### config.mk
export PLATFORM = sky130hd
export DESIGN_NAME = rffc_regs
export DESIGN_NICKNAME = d
export VERILOG_FILES = /design/src/rtl/core/rffc_pkg.sv /design/src/rtl/core/rffc_regs.sv
export SDC_FILE = /design/constraint.sdc
export NUM_CORES = 1
export LEC_CHECK = 0
export ABC_AREA = 1
export BUFFER_PORTS_ARGS = -buffer_cell sky130_fd_sc_hd__clkbuf_2
export CAP_MARGIN = 0
export CORE_ASPECT_RATIO = 1.4
export CORE_MARGIN = 2
export CORE_UTILIZATION = 43
export CTS_CLUSTER_DIAMETER = 30
export CTS_CLUSTER_SIZE = 28
export DETAILED_ROUTE_END_ITERATION = 6
export HOLD_SLACK_MARGIN = 0.02
export PLACE_DENSITY_LB_ADDON = 0.2
export REMOVE_ABC_BUFFERS = 1
export SYNTH_ARGS = -nofsm -noshare
export SYNTH_HDL_FRONTEND = slang
export SYNTH_SLANG_ARGS = --single-unit
export TNS_END_PERCENT = 100
### constraint.sdc
create_clock -name clk -period 2.65 [get_ports clk]
set_clock_uncertainty 0.2 [all_clocks]
set_input_delay 0.1325 -clock clk [delete_from_list [all_inputs] [get_ports clk]]
set_output_delay 0.1325 -clock clk [all_outputs]
set_load 0.05 [all_outputs]
### src/rtl/core/rffc_pkg.sv
// Shared types, constants and elaboration-time table functions for the
// RMS feed-forward compressor. No dependencies.
package rffc_pkg;

  localparam int RFFC_SAMPLE_BITS = 16;
  localparam int RFFC_LOG_DEPTH   = 256;

  localparam int RFFC_CFG_IDX_W  = 3;
  localparam int RFFC_CFG_DATA_W = 18;
  localparam int RFFC_S_DATA_W   = 32;
  localparam int RFFC_M_DATA_W   = 56;

  localparam logic [17:0] RFFC_DB_PER_OCT = 18'd197283;
  localparam logic [21:0] RFFC_OCT_PER_DB = 22'd2786635;
  localparam logic signed [15:0] RFFC_LEVEL_FLOOR = -16'sd24576;
  localparam logic [16:0] RFFC_UNITY = 17'h10000;

  typedef enum logic [2:0] {
    REG_THRESHOLD   = 3'd0,
    REG_SLOPE       = 3'd1,
    REG_ATTACK      = 3'd2,
    REG_RELEASE     = 3'd3,
    REG_AVERAGE     = 3'd4,
    REG_WET_MIX     = 3'd5,
    REG_GAIN_PRESET = 3'd6
  } rffc_reg_e;

  // Operand selection for the shared multiplier.
  typedef enum logic [3:0] {
    M_NONE, M_SQ, M_MP, M_SQA, M_LDB, M_ATT, M_EXP, M_ROOT,
    M_G1, M_G2, M_WET, M_MIX1, M_MIX2
  } rffc_msel_t;

  // Writeback action taken on the registered product or on other datapath state.
  typedef enum logic [3:0] {
    W_NONE, W_SQ, W_ACCLD, W_MP, W_NINIT, W_NORM, W_ROM, W_LDB, W_ATT,
    W_EXP, W_ROOT, W_TGT, W_G, W_WET, W_MIX
  } rffc_wsel_t;

  typedef struct packed {
    rffc_msel_t msel;
    rffc_wsel_t wsel;
    logic       side;
    logic [3:0] k;
    logic       load;
    logic       emit;
  } rffc_cmd_t;

  typedef struct packed {
    logic [15:0] threshold;
    logic [15:0] slope;
    logic [15:0] attack;
    logic [15:0] release_c;
    logic [15:0] average;
    logic [16:0] wet_mix;
    logic        g_load;
    logic [17:0] g_value;
  } rffc_cfg_t;

  function automatic logic [63:0] rffc_isqrt(input logic [63:0] val);
    logic [63:0] v;
    logic [63:0] r;
    logic [63:0] b;
    v = val;
    r = 64'd0;
    b = 64'd1 << 62;
    for (int j = 0; j < 32; j++) begin
      if (v >= r + b) begin
        v = v - (r + b);
        r = (r >> 1) + b;
      end else begin
        r = r >> 1;
      end
      b = b >> 2;
    end
    return r;
  endfunction

  // Q0.30 value of 2^-(2^-(k+1)).
  function automatic logic [29:0] rffc_root(input int k);
    logic [63:0] r;
    r = rffc_isqrt(64'd1 << 59);
    for (int j = 1; j < 16; j++) begin
      if (j <= k) r = rffc_isqrt(r << 30);
    end
    return r[29:0];
  endfunction

  // Q0.16 value of log2(1 + i/2^lb), by repeated squaring.
  function automatic logic [15:0] rffc_log_entry(input int i, input int lb);
    logic [63:0] v;
    logic [15:0] r;
    v = 64'((64'd1 << lb) + 64'(i)) << (30 - lb);
    r = 16'd0;
    for (int j = 0; j < 16; j++) begin
      v = (v * v) >> 30;
      r = r << 1;
      if (v >= (64'd1 << 31)) begin
        r = r | 16'd1;
        v = v >> 1;
      end
    end
    return r;
  endfunction

endpackage

### src/rtl/core/rffc_regs.sv
// Configuration register file of the compressor.
// Depends on rffc_pkg.
module rffc_regs (
  input  logic                                clk,
  input  logic                                rst,
  input  logic                                cfg_valid,
  input  logic [rffc_pkg::RFFC_CFG_IDX_W-1:0]  cfg_index,
  input  logic [rffc_pkg::RFFC_CFG_DATA_W-1:0] cfg_data,
  output rffc_pkg::rffc_cfg_t                 cfg
);
  import rffc_pkg::*;

  logic [15:0] threshold, slope, attack, release_c, average;
  logic [16:0] wet_mix;

  always_ff @(posedge clk) begin
    if (rst) begin
      threshold <= 16'hEC00;
      slope     <= 16'd32768;
      attack    <= 16'd655;
      release_c <= 16'd66;
      average   <= 16'd655;
      wet_mix   <= RFFC_UNITY;
    end else if (cfg_valid) begin
      case (cfg_index)
        REG_THRESHOLD: threshold <= cfg_data[15:0];
        REG_SLOPE:     slope     <= cfg_data[15:0];
        REG_ATTACK:    attack    <= cfg_data[15:0];
        REG_RELEASE:   release_c <= cfg_data[15:0];
        REG_AVERAGE:   average   <= cfg_data[15:0];
        REG_WET_MIX:   wet_mix   <= cfg_data[16:0];
        default: ;
      endcase
    end
  end

  // Writing the preset loads the gain smoother directly.
  always_comb begin
    cfg.threshold = threshold;
    cfg.slope     = slope;
    cfg.attack    = attack;
    cfg.release_c = release_c;
    cfg.average   = average;
    cfg.wet_mix   = wet_mix;
    cfg.g_load    = cfg_valid && (cfg_index == REG_GAIN_PRESET);
    cfg.g_value   = cfg_data;
  end

endmodule

## Word-level counts from Yosys, hierarchy flattened

Index checks and enable logic that the tools add are counted.

| storage, ports and cells | value |
|---|---|
| logic and storage cells | 20 |
| output and inout port bits | 116 |
| input bits | 24 |
| register bits after elaboration | 97 |

| operators by class | value |
|---|---|
| eq/ne operators | 6 |
| reductions and logical operators | 8 |

Operator list:

| operator | count |
|---|---|
| 2-bit AND reduction | 6 |
| 3-bit equality test (second input constant) | 3 |
| 3-bit by 2-bit equality test with 1-bit output (second input constant) | 2 |
| 3-bit by 1-bit equality test with 1-bit output (second input constant) | 1 |
| 3-bit logical NOT | 1 |
| 1-bit logical AND | 1 |

## Depth between registers and ports, before layout

| logic depth | value |
|---|---|
| word-level depth | 2 |
| depth in mapped cells | 6 |
| depth with buffers taken out | 5 |

## Worst setup path after synthesis

OpenSTA, ideal clock, no wires.

| timing | value |
|---|---|
| kind | input -> output |
| start point | in cfg_index[0] (netlist bit) |
| end point | out cfg[18] (netlist bit) |
| path slack | 1.346 ns |
| data required time | 2.318 ns |
| buffers on the path | 0 |
| arrival | 0.971 ns |
| stages | 3 |
| path through | inv_1 -> nand2_1 -> nor2_1 |

RTL lines:

| item | line | RTL |
|---|---|---|
| start: declaration | rffc_regs.sv:7 | `input logic [rffc_pkg::RFFC_CFG_IDX_W-1:0] cfg_index,` |
| end: declaration | rffc_regs.sv:9 | `output rffc_pkg::rffc_cfg_t cfg` |

## Worst setup path in the final report

| timing | value |
|---|---|
| start point | in cfg_valid |
| end point | reg threshold[7] |

| on the way | value |
|---|---|
| longest elaborated chain between the ends | 1 |

Ends and longest elaborated chain:

| item | line | RTL |
|---|---|---|
| start: declaration | rffc_regs.sv:6 | `input logic cfg_valid,` |
| 2-bit AND reduction (no line) | n/a |  |
| end signal: assignment | rffc_regs.sv:26 | `REG_THRESHOLD: threshold <= cfg_data[15:0];` |
| end: declaration | rffc_regs.sv:13 | `logic [15:0] threshold, slope, attack, release_c, average;` |

Every way passes these cells.
A chain may end at the register's enable or synchronous reset.

==> summary.txt <==
Wire per inst -> 14.4 um
Number of port buffers -> 137
Die Y -> 119 um
P_sw -> 0.00100 W
Max-slew violations -> 0
Post-synthesis xor/xnor area fraction -> 0%
Library cells used by synthesis -> 15
Violated checks -> DRC
DRC errors left -> 8
Top area cells in the synthesized netlist -> dfxtp_1 (48%), nor2_1 (14%), nand3_1 (12%), nand2_1 (12%), buf_4 (4.1%)
Final hold vios -> 0
Critical path startpoint category -> input port
Synth Area in Simple Gates -> 40.9%
Cell accounting for the most synthesized area -> dfxtp_1
Most frequent cells in the layout -> nor2_1 (154), clkbuf_2 (137), nand2_1 (126)
Status -> finished, violations left
Yosys warns -> 0
GPL Wtd Cong -> 0.816
Finished Layout Cells -> 787
CP required -> 2.68 ns
Die width -> 85.8 um
Post-synthesis mux area share -> 0%
Wirelength, routed -> 11,300 um
Highest clock rate -> 0.669 GHz
Reg clk slew, reported paths -> 0.06 ns
Hold wc startpoint -> cfg_index[2]
Switching part of the total -> 29.5%
First-pass GRT wire length -> 18,300 um
Largest net degree at the start of global routing -> 42
Total global routing overflow -> 0
Inserted Diodes -> 0
GR Util met1 -> 29.0%
Layout cells sized above 1 -> 25.3%
Avg Cell Area, Syn -> 7.23 um2
# nets final -> 699
Met3 Use GR -> 4.33%
Crit Path Class -> input port to flip-flop
Max IR drop VDD -> 0.369 mV
Slew of the pin with the lowest slew margin -> 0.690 ns
CP Launch Point -> cfg_valid
Synth top area share -> 48.2%
Synthesized area -> 0.00403 mm2
Clock tree root buffer cell -> clkbuf_16
Area Growth Syn to Fin -> 23.6%
Placed Cells -> 758
Endpoints failing setup -> 0
IO Pins -> 140
Num CTS Buffers -> 9
Tcrit/Tclk final -> 56.4%
Post-CTS Resized -> 0
CP max stage delay -> 0.53 ns
Tmin final -> 1.50 ns
Synth Instances -> 557
Core area -> 0.00908 mm2
Gr usage total -> 22.9%
CTS tree -> built
Unrepaired setup endpoints after global routing -> no
Cell Chain, Critical Path -> clkbuf_2 > inv_2 > nor2_4 > buf_4 > nand3_1 > nand2_1 > nor2_1
Leak Pwr -> 2.45 nW
Post-CTS repair timing setup buffer count -> 0
Via density -> 4.87
Hold Path Class -> input port to flip-flop
Main combinational cell family by area after synthesis -> simple AND/OR/NAND/NOR gates
H-tree Lvls -> 3
Commonest non-fill, non-tap cell in the layout -> nor2_1
Most crowded layer after global routing -> met2
WP data arrival -> 1.53 ns
Comb power frac -> 16.7%
Initial Util -> 44.4%
Sink Count -> 97
DR iter-0 viols -> 270
Rel. slew slack -> 53.8%
Sequential-to-total area share from yosys stat -> 48.2%
Worst r2r src -> release_c[3]$_SDFFE_PP0P_
Drt pass-1 iters -> 7
Die Area -> 0.0102 mm2
Clock power frac -> 38.0%
Vias in the first global route -> 3,719
CP endpoint kind -> flip-flop
Flops & latches, synth -> 97
Power per cell area -> 683 mW/mm2
Met2 GRT Util -> 38.5%
Clock latency on the worst-skew pair -> 0.34 ns
Post-synthesis compound-gate area fraction -> 0.124%
Internal -> 0.00240 W
Worst Path Max Fanout -> 31
Rows -> 41
Final TNS setup -> 0 ns
Clock Path Buffers -> 2
Antenna viol nets, final -> 0
Flop pwr share -> 45.3%
Initial antenna violation count -> 0
# Max-Cap Violations -> 0
HPWL Detailed -> 7710 um
Max stage delay cell, worst path -> nor2_4
Post-Synth Adder-Cell Area -> 0%
Routed vias -> 3,831
critical path, delay by kind of cell:
kind	cells	cell delay, ns
AND/OR/NAND/NOR	4	0.78
buffers and inverters	3	0.61
power groups by stage:
| stage | clock (W) | combinational [W] | sequential [W] |
|---|---|---|---|
| 5_1_grt | 0.00139 | 0.000613 | 0.00154 |
| 6_report | 0.00129 | 0.000569 | 0.00154 |
| 2_1_floorplan | 0 | 0.000172 | 0.00174 |
| 3_3_place_gp | 0 | 0.000551 | 0.00157 |
| 3_5_place_dp | 0 | 0.000555 | 0.00157 |
| 4_1_cts | 0.00132 | 0.000570 | 0.00154 |
what timing repair did:
item / CTS / global route
hold endpoints to repair: 21 / 0
setup endpoints to repair: 0 / 0
hold buffers: 13 / 0
registers in the layout, indices dropped and copies added, names as in the netlist:
name	cells
wet_mix	17
attack	16
average	16
release_c	16
slope	16
threshold	16
cell usage after synthesis, drive strengths merged:
library cell / count
o21ai: 1
nand2: 128
nand3: 97
inv: 23
dfxtp: 97
clkbuf: 2
nor2: 163
buf: 46
routing by layer:
layer	wire length [um]	share of wire [%]
met2	5680	50
met4	191	1.7
met3	567	5.0
met1	4860	43
met5	0	0
metrics by stage:
| step | util [%] | worst slack, ns | cell area [um2] | hold slack, ns | power (W) |
|---|---|---|---|---|---|
| 2_1_floorplan | - | 0.979 | 3680 | 0.0457 | 0.00192 |
| 6_report | 54.9 | 1.15 | 4980 | 0.0474 | 0.00340 |
| 3_3_place_gp | 50.1 | 0.866 | 4550 | 0.0653 | 0.00212 |
| 4_1_cts | 54.9 | 1.18 | 4980 | 0.0424 | 0.00343 |
| 5_1_grt | 54.9 | 1.00 | 4980 | 0.0653 | 0.00355 |
| 3_5_place_dp | 50.1 | 0.821 | 4550 | 0.0653 | 0.00213 |
cells by family (layout without fill, tap and decap cells):
logic type,Yosys count,count (layout)
compound gates,1,1
buf+inv,71,194
flops,97,97
simple gates,388,388
path summary, 6_finish.rpt:
| kind | to | slack (ns) | cells after the start |
|---|---|---|---|
| max | threshold[7]$_SDFFE_PP0P_ | 1.15 | 7 |
| min | wet_mix[16]$_SDFFE_PP1P_ | 0.05 | 4 |
| max reg2reg | release_c[3]$_SDFFE_PP0P_ | 1.85 | 2 |
| min reg2reg | threshold[15]$_SDFFE_PP1P_ | 0.28 | 2 |
final cells by class:
type	instances	area, um2
Clock buffer	11	243
Inverter	23	86.3
Multi-Input combinational cell	389	1660
Sequential cell	97	1940
Timing Repair Buffer	155	866
Clock inverter	5	55.1
Tap cell	107	134
Fill cell	928	4100
(Power assumes the default switching activity.)
