==> src/rtl/core/rffc_pkg.sv <==
// Shared types, constants and elaboration-time table functions for the
// RMS feed-forward compressor. No dependencies.
package rffc_pkg;

  localparam int RFFC_SAMPLE_BITS = 16;
  localparam int RFFC_LOG_DEPTH   = 256;

  localparam int RFFC_CFG_IDX_W  = 3;
  localparam int RFFC_CFG_DATA_W = 18;
  localparam int RFFC_S_DATA_W   = 32;
  localparam int RFFC_M_DATA_W   = 56;

  localparam logic [17:0] RFFC_DB_PER_OCT = 18'd197283;
  localparam logic [21:0] RFFC_OCT_PER_DB = 22'd2786635;
  localparam logic signed [15:0] RFFC_LEVEL_FLOOR = -16'sd24576;
  localparam logic [16:0] RFFC_UNITY = 17'h10000;

  typedef enum logic [2:0] {
    REG_THRESHOLD   = 3'd0,
    REG_SLOPE       = 3'd1,
    REG_ATTACK      = 3'd2,
    REG_RELEASE     = 3'd3,
    REG_AVERAGE     = 3'd4,
    REG_WET_MIX     = 3'd5,
    REG_GAIN_PRESET = 3'd6
  } rffc_reg_e;

  // Operand selection for the shared multiplier.
  typedef enum logic [3:0] {
    M_NONE, M_SQ, M_MP, M_SQA, M_LDB, M_ATT, M_EXP, M_ROOT,
    M_G1, M_G2, M_WET, M_MIX1, M_MIX2
  } rffc_msel_t;

  // Writeback action taken on the registered product or on other datapath state.
  typedef enum logic [3:0] {
    W_NONE, W_SQ, W_ACCLD, W_MP, W_NINIT, W_NORM, W_ROM, W_LDB, W_ATT,
    W_EXP, W_ROOT, W_TGT, W_G, W_WET, W_MIX
  } rffc_wsel_t;

  typedef struct packed {
    rffc_msel_t msel;
    rffc_wsel_t wsel;
    logic       side;
    logic [3:0] k;
    logic       load;
    logic       emit;
  } rffc_cmd_t;

  typedef struct packed {
    logic [15:0] threshold;
    logic [15:0] slope;
    logic [15:0] attack;
    logic [15:0] release_c;
    logic [15:0] average;
    logic [16:0] wet_mix;
    logic        g_load;
    logic [17:0] g_value;
  } rffc_cfg_t;

  function automatic logic [63:0] rffc_isqrt(input logic [63:0] val);
    logic [63:0] v;
    logic [63:0] r;
    logic [63:0] b;
    v = val;
    r = 64'd0;
    b = 64'd1 << 62;
    for (int j = 0; j < 32; j++) begin
      if (v >= r + b) begin
        v = v - (r + b);
        r = (r >> 1) + b;
      end else begin
        r = r >> 1;
      end
      b = b >> 2;
    end
    return r;
  endfunction

  // Q0.30 value of 2^-(2^-(k+1)).
  function automatic logic [29:0] rffc_root(input int k);
    logic [63:0] r;
    r = rffc_isqrt(64'd1 << 59);
    for (int j = 1; j < 16; j++) begin
      if (j <= k) r = rffc_isqrt(r << 30);
    end
    return r[29:0];
  endfunction

  // Q0.16 value of log2(1 + i/2^lb), by repeated squaring.
  function automatic logic [15:0] rffc_log_entry(input int i, input int lb);
    logic [63:0] v;
    logic [15:0] r;
    v = 64'((64'd1 << lb) + 64'(i)) << (30 - lb);
    r = 16'd0;
    for (int j = 0; j < 16; j++) begin
      v = (v * v) >> 30;
      r = r << 1;
      if (v >= (64'd1 << 31)) begin
        r = r | 16'd1;
        v = v >> 1;
      end
    end
    return r;
  endfunction

endpackage

==> src/rtl/core/rffc_ctrl.sv <==
// Sequencer of the compressor: steps the shared datapath through the detector,
// gain computer and smoother for each channel, then the mixes.
// Depends on rffc_pkg.
module rffc_ctrl (
  input  logic                clk,
  input  logic                rst,
  input  logic                in_valid,
  input  logic                out_free,
  output logic                in_ready,
  output rffc_pkg::rffc_cmd_t cmd
);
  import rffc_pkg::*;

  typedef enum logic [1:0] {S_IDLE, S_RUN, S_MIX, S_EMIT} state_t;

  localparam logic [5:0] STEP_LAST  = 6'd54;
  localparam logic [5:0] ROOT_FIRST = 6'd17;
  localparam logic [5:0] ROOT_LAST  = 6'd48;
  localparam logic [5:0] NORM_FIRST = 6'd5;
  localparam logic [5:0] MIX_LAST   = 6'd2;

  state_t     state;
  logic       side;
  logic [5:0] pc;
  logic [5:0] rel;

  assign in_ready = (state == S_IDLE);

  always_ff @(posedge clk) begin
    if (rst) begin
      state <= S_IDLE;
      side  <= 1'b0;
      pc    <= 6'd0;
    end else begin
      case (state)
        S_IDLE: begin
          if (in_valid) begin
            state <= S_RUN;
            side  <= 1'b0;
            pc    <= 6'd0;
          end
        end
        S_RUN: begin
          if (pc == STEP_LAST) begin
            pc <= 6'd0;
            if (side) begin
              state <= S_MIX;
              side  <= 1'b0;
            end else begin
              side <= 1'b1;
            end
          end else begin
            pc <= pc + 6'd1;
          end
        end
        S_MIX: begin
          if (pc == MIX_LAST) begin
            pc <= 6'd0;
            if (side) state <= S_EMIT;
            else side <= 1'b1;
          end else begin
            pc <= pc + 6'd1;
          end
        end
        S_EMIT: begin
          if (out_free) state <= S_IDLE;
        end
        default: state <= S_IDLE;
      endcase
    end
  end

  always_comb begin
    rel      = pc - ROOT_FIRST;
    cmd.msel = M_NONE;
    cmd.wsel = W_NONE;
    cmd.side = side;
    cmd.k    = 4'd0;
    cmd.load = (state == S_IDLE) && in_valid;
    cmd.emit = (state == S_EMIT) && out_free;
    if (state == S_RUN) begin
      if (pc >= ROOT_FIRST && pc <= ROOT_LAST) begin
        cmd.k = rel[4:1];
        if (rel[0]) cmd.wsel = W_ROOT;
        else cmd.msel = M_ROOT;
      end else begin
        case (pc)
          6'd0:  cmd.msel = M_SQ;
          6'd1:  begin cmd.wsel = W_SQ;    cmd.msel = M_MP;  end
          6'd2:  begin cmd.wsel = W_ACCLD; cmd.msel = M_SQA; end
          6'd3:  cmd.wsel = W_MP;
          6'd4:  cmd.wsel = W_NINIT;
          6'd5, 6'd6, 6'd7, 6'd8, 6'd9: begin
            cmd.wsel = W_NORM;
            cmd.k    = 4'(pc - NORM_FIRST);
          end
          6'd10: cmd.wsel = W_ROM;
          6'd11: cmd.msel = M_LDB;
          6'd12: cmd.wsel = W_LDB;
          6'd13: cmd.msel = M_ATT;
          6'd14: cmd.wsel = W_ATT;
          6'd15: cmd.msel = M_EXP;
          6'd16: cmd.wsel = W_EXP;
          6'd49: cmd.wsel = W_TGT;
          6'd50: cmd.msel = M_G1;
          6'd51: begin cmd.wsel = W_ACCLD; cmd.msel = M_G2; end
          6'd52: cmd.wsel = W_G;
          6'd53: cmd.msel = M_WET;
          6'd54: cmd.wsel = W_WET;
          default: ;
        endcase
      end
    end else if (state == S_MIX) begin
      case (pc)
        6'd0: cmd.msel = M_MIX1;
        6'd1: begin cmd.wsel = W_ACCLD; cmd.msel = M_MIX2; end
        6'd2: cmd.wsel = W_MIX;
        default: ;
      endcase
    end
  end

endmodule

==> config.mk <==
export PLATFORM = sky130hd
export DESIGN_NAME = rffc_ctrl
export DESIGN_NICKNAME = d
export VERILOG_FILES = /design/src/rtl/core/rffc_pkg.sv /design/src/rtl/core/rffc_ctrl.sv
export SDC_FILE = /design/constraint.sdc
export NUM_CORES = 1
export LEC_CHECK = 0
export BUFFER_PORTS_ARGS = -buffer_cell sky130_fd_sc_hd__buf_2
export CORE_MARGIN = 2
export CORE_UTILIZATION = 45
export DETAILED_ROUTE_END_ITERATION = 10
export GPL_TIMING_DRIVEN = 0
export PLACE_DENSITY = 0.65
export SYNTH_ARGS = -nofsm -noshare
export SYNTH_HDL_FRONTEND = slang
export SYNTH_SLANG_ARGS = --single-unit
export TNS_END_PERCENT = 10
==> constraint.sdc <==
create_clock -name clk -period 3.25 [get_ports clk]
set_input_delay 0.4875 -clock clk [delete_from_list [all_inputs] [get_ports clk]]
set_output_delay 0.4875 -clock clk [all_outputs]
set_load 0.02 [all_outputs]
### Yosys cells after proc, flatten, opt, wreduce, memory -nomap -nowiden

Cells that the tools add are included.

* register bits after elaboration: 9
* bits of input ports: 4
* output and inout port bits: 16
* word-level logic and storage cells: 78

* $add $sub $neg: 3
* $lt $le $gt $ge: 2
* eq/ne operators: 31
* multiplexer cells: 28
* reductions and logical operators: 11

Operator list (count)
* $eq 6x4->1 const B: 8
* $pmux 4 s12: 1
* $eq 6x6->1 const B: 6
* $pmux 4 s9: 1
* $eq 6x3->1 const B: 4
* $mux 8: 3
* $mux 6: 3
* $pmux 6 s3: 1
* $mux 4: 4
* $pmux 4 s2: 2
* $eq 6x2->1 const B: 2
* $mux 2: 6
* $ne 2x2->1 const B: 6
* $pmux 2 s4: 1
* $add 6x1->6 const B: 1
* $eq 6x1->1 const B: 1
* $eq 6x5->1 const B: 1
* $ge 6x5->1 const B: 1
* $le 6x6->1 const B: 1
* $logic_not 6->1: 1
* $reduce_and 6->1: 1
* $reduce_or 5->1: 1
* $sub 5x5->5 const B: 1
* $eq 2x2->1 const B: 2
* 11 further kinds: 16

### Longest topological paths before layout

* depth in word-level cells: 5
* depth in mapped cells: 8
* mapped depth without buffers: 6

### Least setup slack after synthesis

Ideal clock, no wire load.

* path kind: reg2out
* start: reg pc[0]
* end: out cmd[14] (netlist bit)
* arrival: 2.244 ns
* required time: 2.762 ns
* setup slack: 0.518 ns
* stages on the path, launching flop included: 9
* buffers on the path: 2
* cell sequence: dfxtp_1 buf_2 inv_1 ha_1 clkbuf_1 nor3b_1 o21ai_0 nand3_1 o31ai_1

RTL lines
* start: declaration: line rffc_ctrl.sv:24 `logic [5:0] pc;`
* start signal: assignment: line rffc_ctrl.sv:53 `pc <= pc + 6'd1;`
* start signal: assignment: line rffc_ctrl.sv:62 `pc <= pc + 6'd1;`
* end: declaration: line rffc_ctrl.sv:10 `output rffc_pkg::rffc_cmd_t cmd`

==> results.yml <==
power_and_ir_drop:
  p_leak_nw: 0.5573
  power_density_mw_per_mm2: 438.6
  ir_worst_vdd_mv: 0.4602
  p_total_mw: 0.6575
yosys:
  ys_warn_count: 0
  synthCells: 181
  mappedNetlistArea_mm2: 0.001329
  ys.flop_type: "dfxtp_1"
  synth.area.mux_share_pct: 2.260
  avgSynthCellArea_um2: 7.341
  syn_nets: 196
  synth_xor_area_share_pct: 4.614
  synthSimpleGateAreaFrac_pct: 27.78
  synth_async_sr_flop_share_pct: 0
  synth_cell_types: 51
  synth_fa_ha_area_share_pct: 10.36
  synth_edf_count: 0
  synth_top_family_by_area: "compound AO/OA/AOI/OAI gates"
  synth_seq_area_share_pct: 13.56
  synth_compound_area_share_pct: 32.20
  ys_ff_latch: 9
global_routing:
  grt_max_degree: 11
  grt_remaining_overflow: 0
  grt_use_total_pct: 23.18
  grt_pass1_wl_um: 6223
  grt_pass1_vias: 1382
  antenna_found_initial: 0
critical_path:
  end_kind: "output pin"
  cp_max_fo: 10
  cp.arrival_ns: 2.59
  required_ns: 2.76
  crit_chain: "buf_2 > inv_1 > ha_1 > clkbuf_1 > nor3b_1 > o21ai_2 > nand3_1 > o31ai_1 > buf_2"
  critical_path_class: "reg2out"
  max_stage_delay_ns: 0.35
  crit_buf_inv: 4
  crit_family: "buffers and inverters"
  crit_top_cell: "buf_2"
  slowest_stage: "dfxtp_1"
  cp-start-kind: "flop"
clocking:
  clock_sinks: 9
  cts_max_level: 1
  cts_tree: "yes"
  clk_latency_ns: 0.26
  postCtsSetupRepairBufs: 0
  numCtsBuffers: 3
  cts.clk_slew.worst_paths_ns: 0.06
  cts_root_buffer: "clkbuf_4"
  cts_buffer_depth: 2
route:
  wl_um: 3801
  drt-initial-drc-count: 105
  via_per_inst: 6.432
  drcViolationCount: 0
  num_vias: 1505
  wl_per_cell_um: 16.24
  first_pass_iters: 4
  drt.antenna.violating_nets: 0
floorplan:
  fp.dieArea_mm2: 0.003404
  die_w_um: 58.34
  fp-row-count: 19
  die_h_um: 58.34
  core_area_mm2: 0.002781
  start_util_pct: 47.77
  io_pins: 20
place:
  portBuffers: 18
  gp_congestion: 0.9937
  hpwl_um: 2892
sta:
  skew_ns: 0.002069
  max_freq_mhz: 324.5
  hold_viol: 0
  setup_viol: 0
  worstMarginPinSlew_ns: 0.4958
  tns_ns: 0
  fin_crit_sh_pct: 94.83
  drv_slew: 0
  rsz0062_at_grt: "false"
  period_minus_slack_ns: 3.082
  slew_headroom_pct: 66.95
final_layout:
  fin_util_pct: 53.89
  drive_gt1_share_pct: 22.17
  synthToLayoutAreaGrowth_pct: 12.81
  nets: 219
  num_antenna_cells: 0
outcome:
  status: "complete, no violations"
min_path:
  hold_class: "reg2reg"
flow_run:
  drv_cap: 0
## synthesized netlist by cell type, types with 4 or more instances
| library cell | number | area, µm² |
|---|---|---|
| a31oi_1 | 4 | 25.02 |
| o21ai_0 | 8 | 40.04 |
| ha_1 | 11 | 137.6 |
| inv_1 | 13 | 48.80 |
| xnor2_1 | 7 | 61.31 |
| nand2_1 | 9 | 33.78 |
| nor3_1 | 8 | 40.04 |
| buf_2 | 5 | 25.02 |
| o21a_1 | 4 | 30.03 |
| a21oi_1 | 10 | 50.05 |
| dfxtp_1 | 9 | 180.2 |
| nand3_1 | 9 | 45.04 |
| clkbuf_1 | 6 | 22.52 |
| nor2_1 | 10 | 37.54 |
| a211oi_1 | 6 | 45.04 |
## kinds of logic (layout without fill, tap and decap cells)
kind of cell    Yosys count  in the layout
compound gates           60             60
buf+inv                  27             49
mux                       3              3
flops                     9              9
simple gates             64             64
xor+xnor                  7              7
fa+ha+maj                11             11
## per-stage QoR
step	worst slack [ns]	area (µm²)	hold slack, ns	cells
6_report	0.1681	1499	0.5455	234
5_1_grt	0.02904	1499	0.5970	234
4_1_cts	0.08120	1484	0.5583	234
3_5_place_dp	0.2034	1458	0.5502	230
3_3_place_gp	0.3228	1458	0.5209	230
2_1_floorplan	0.5181	1329	0.4865	181
## layout make-up
| cell class | instances | area [µm²] |
|---|---|---|
| plain buffers | 14 | 73.82 |
| clock buffers | 4 | 26.28 |
| fillers | 282 | 1282 |
| inverters | 13 | 48.80 |
| multi-input cells | 145 | 1041 |
| flip-flops and latches | 9 | 180.2 |
| well taps | 31 | 38.79 |
| repair buffers | 18 | 90.09 |
## worst paths after layout
check	slack, ns	from	endpoint	depth (start not counted)
worst min register to register	0.55	state[1]	state[1]	2
worst max-delay path	0.17	pc[0]	cmd[14]	9
worst max register to register	1.11	pc[0]	pc[5]	7
worst min-delay path	0.55	state[1]	state[1]	2
## layout by cell type, fill, tap and decap left out, types with 2 or more instances in the layout
master / instances
a211oi_1: 6
a21bo_2: 2
a21boi_0: 3
a21oi_1: 10
a221oi_1: 2
a31oi_1: 4
and2_1: 2
buf_2: 23
buf_4: 2
clkbuf_1: 7
clkbuf_4: 3
dfxtp_1: 9
ha_1: 11
inv_1: 13
mux2i_1: 3
nand2_1: 9
nand3_1: 9
nor2_1: 10
nor2b_1: 2
nor3_1: 8
nor3b_1: 3
nor4_1: 2
o211ai_1: 3
o21a_1: 4
o21ai_0: 7
o22ai_1: 3
o31ai_1: 2
o32ai_1: 3
or2_2: 2
or3_1: 2
or3b_2: 3
or4_1: 2
xnor2_1: 7
## report_power, final
part	switching [mW]	internal [mW]	total [mW]
Clock	0.0372	0.0472	0.0844
Combinational	0.264	0.168	0.433
Sequential	0.0149	0.125	0.140
## flip-flops by register name, summed over array words and instances, names as in the netlist
| register | cells |
|---|---|
| pc | 6 |
| side | 1 |
| state | 2 |
## routing by layer
| layer | part of all wire (%) | vias up | wire length (µm) | global-route usage, % |
|---|---|---|---|---|
| met5 | 0 | - | 0 | 0 |
| li1 | - | 717 | - | - |
| met1 | 43 | 704 | 1618 | 31.61 |
| met4 | 2.4 | 0 | 91 | 10.96 |
| met3 | 8.3 | 9 | 314 | 1.758 |
| met2 | 47 | 75 | 1777 | 37.08 |
## worst min-delay path, delay by kind of cell, from the launching register on
| kind | cells | cell delay [ns] |
|---|---|---|
| muxes | 1 | 0.06 |
| DFF | 1 | 0.35 |
| and+or+nand+nor | 1 | 0.08 |
## what timing repair did
action | in CTS | in global routing
hold endpoints to repair | 0 | 0
hold buffers | 0 | 0
setup endpoints to repair | 1 | 2
resized for setup | 1 | 3
cloned | 0 | 0
Note: power is estimated with default switching activity, not from simulation.
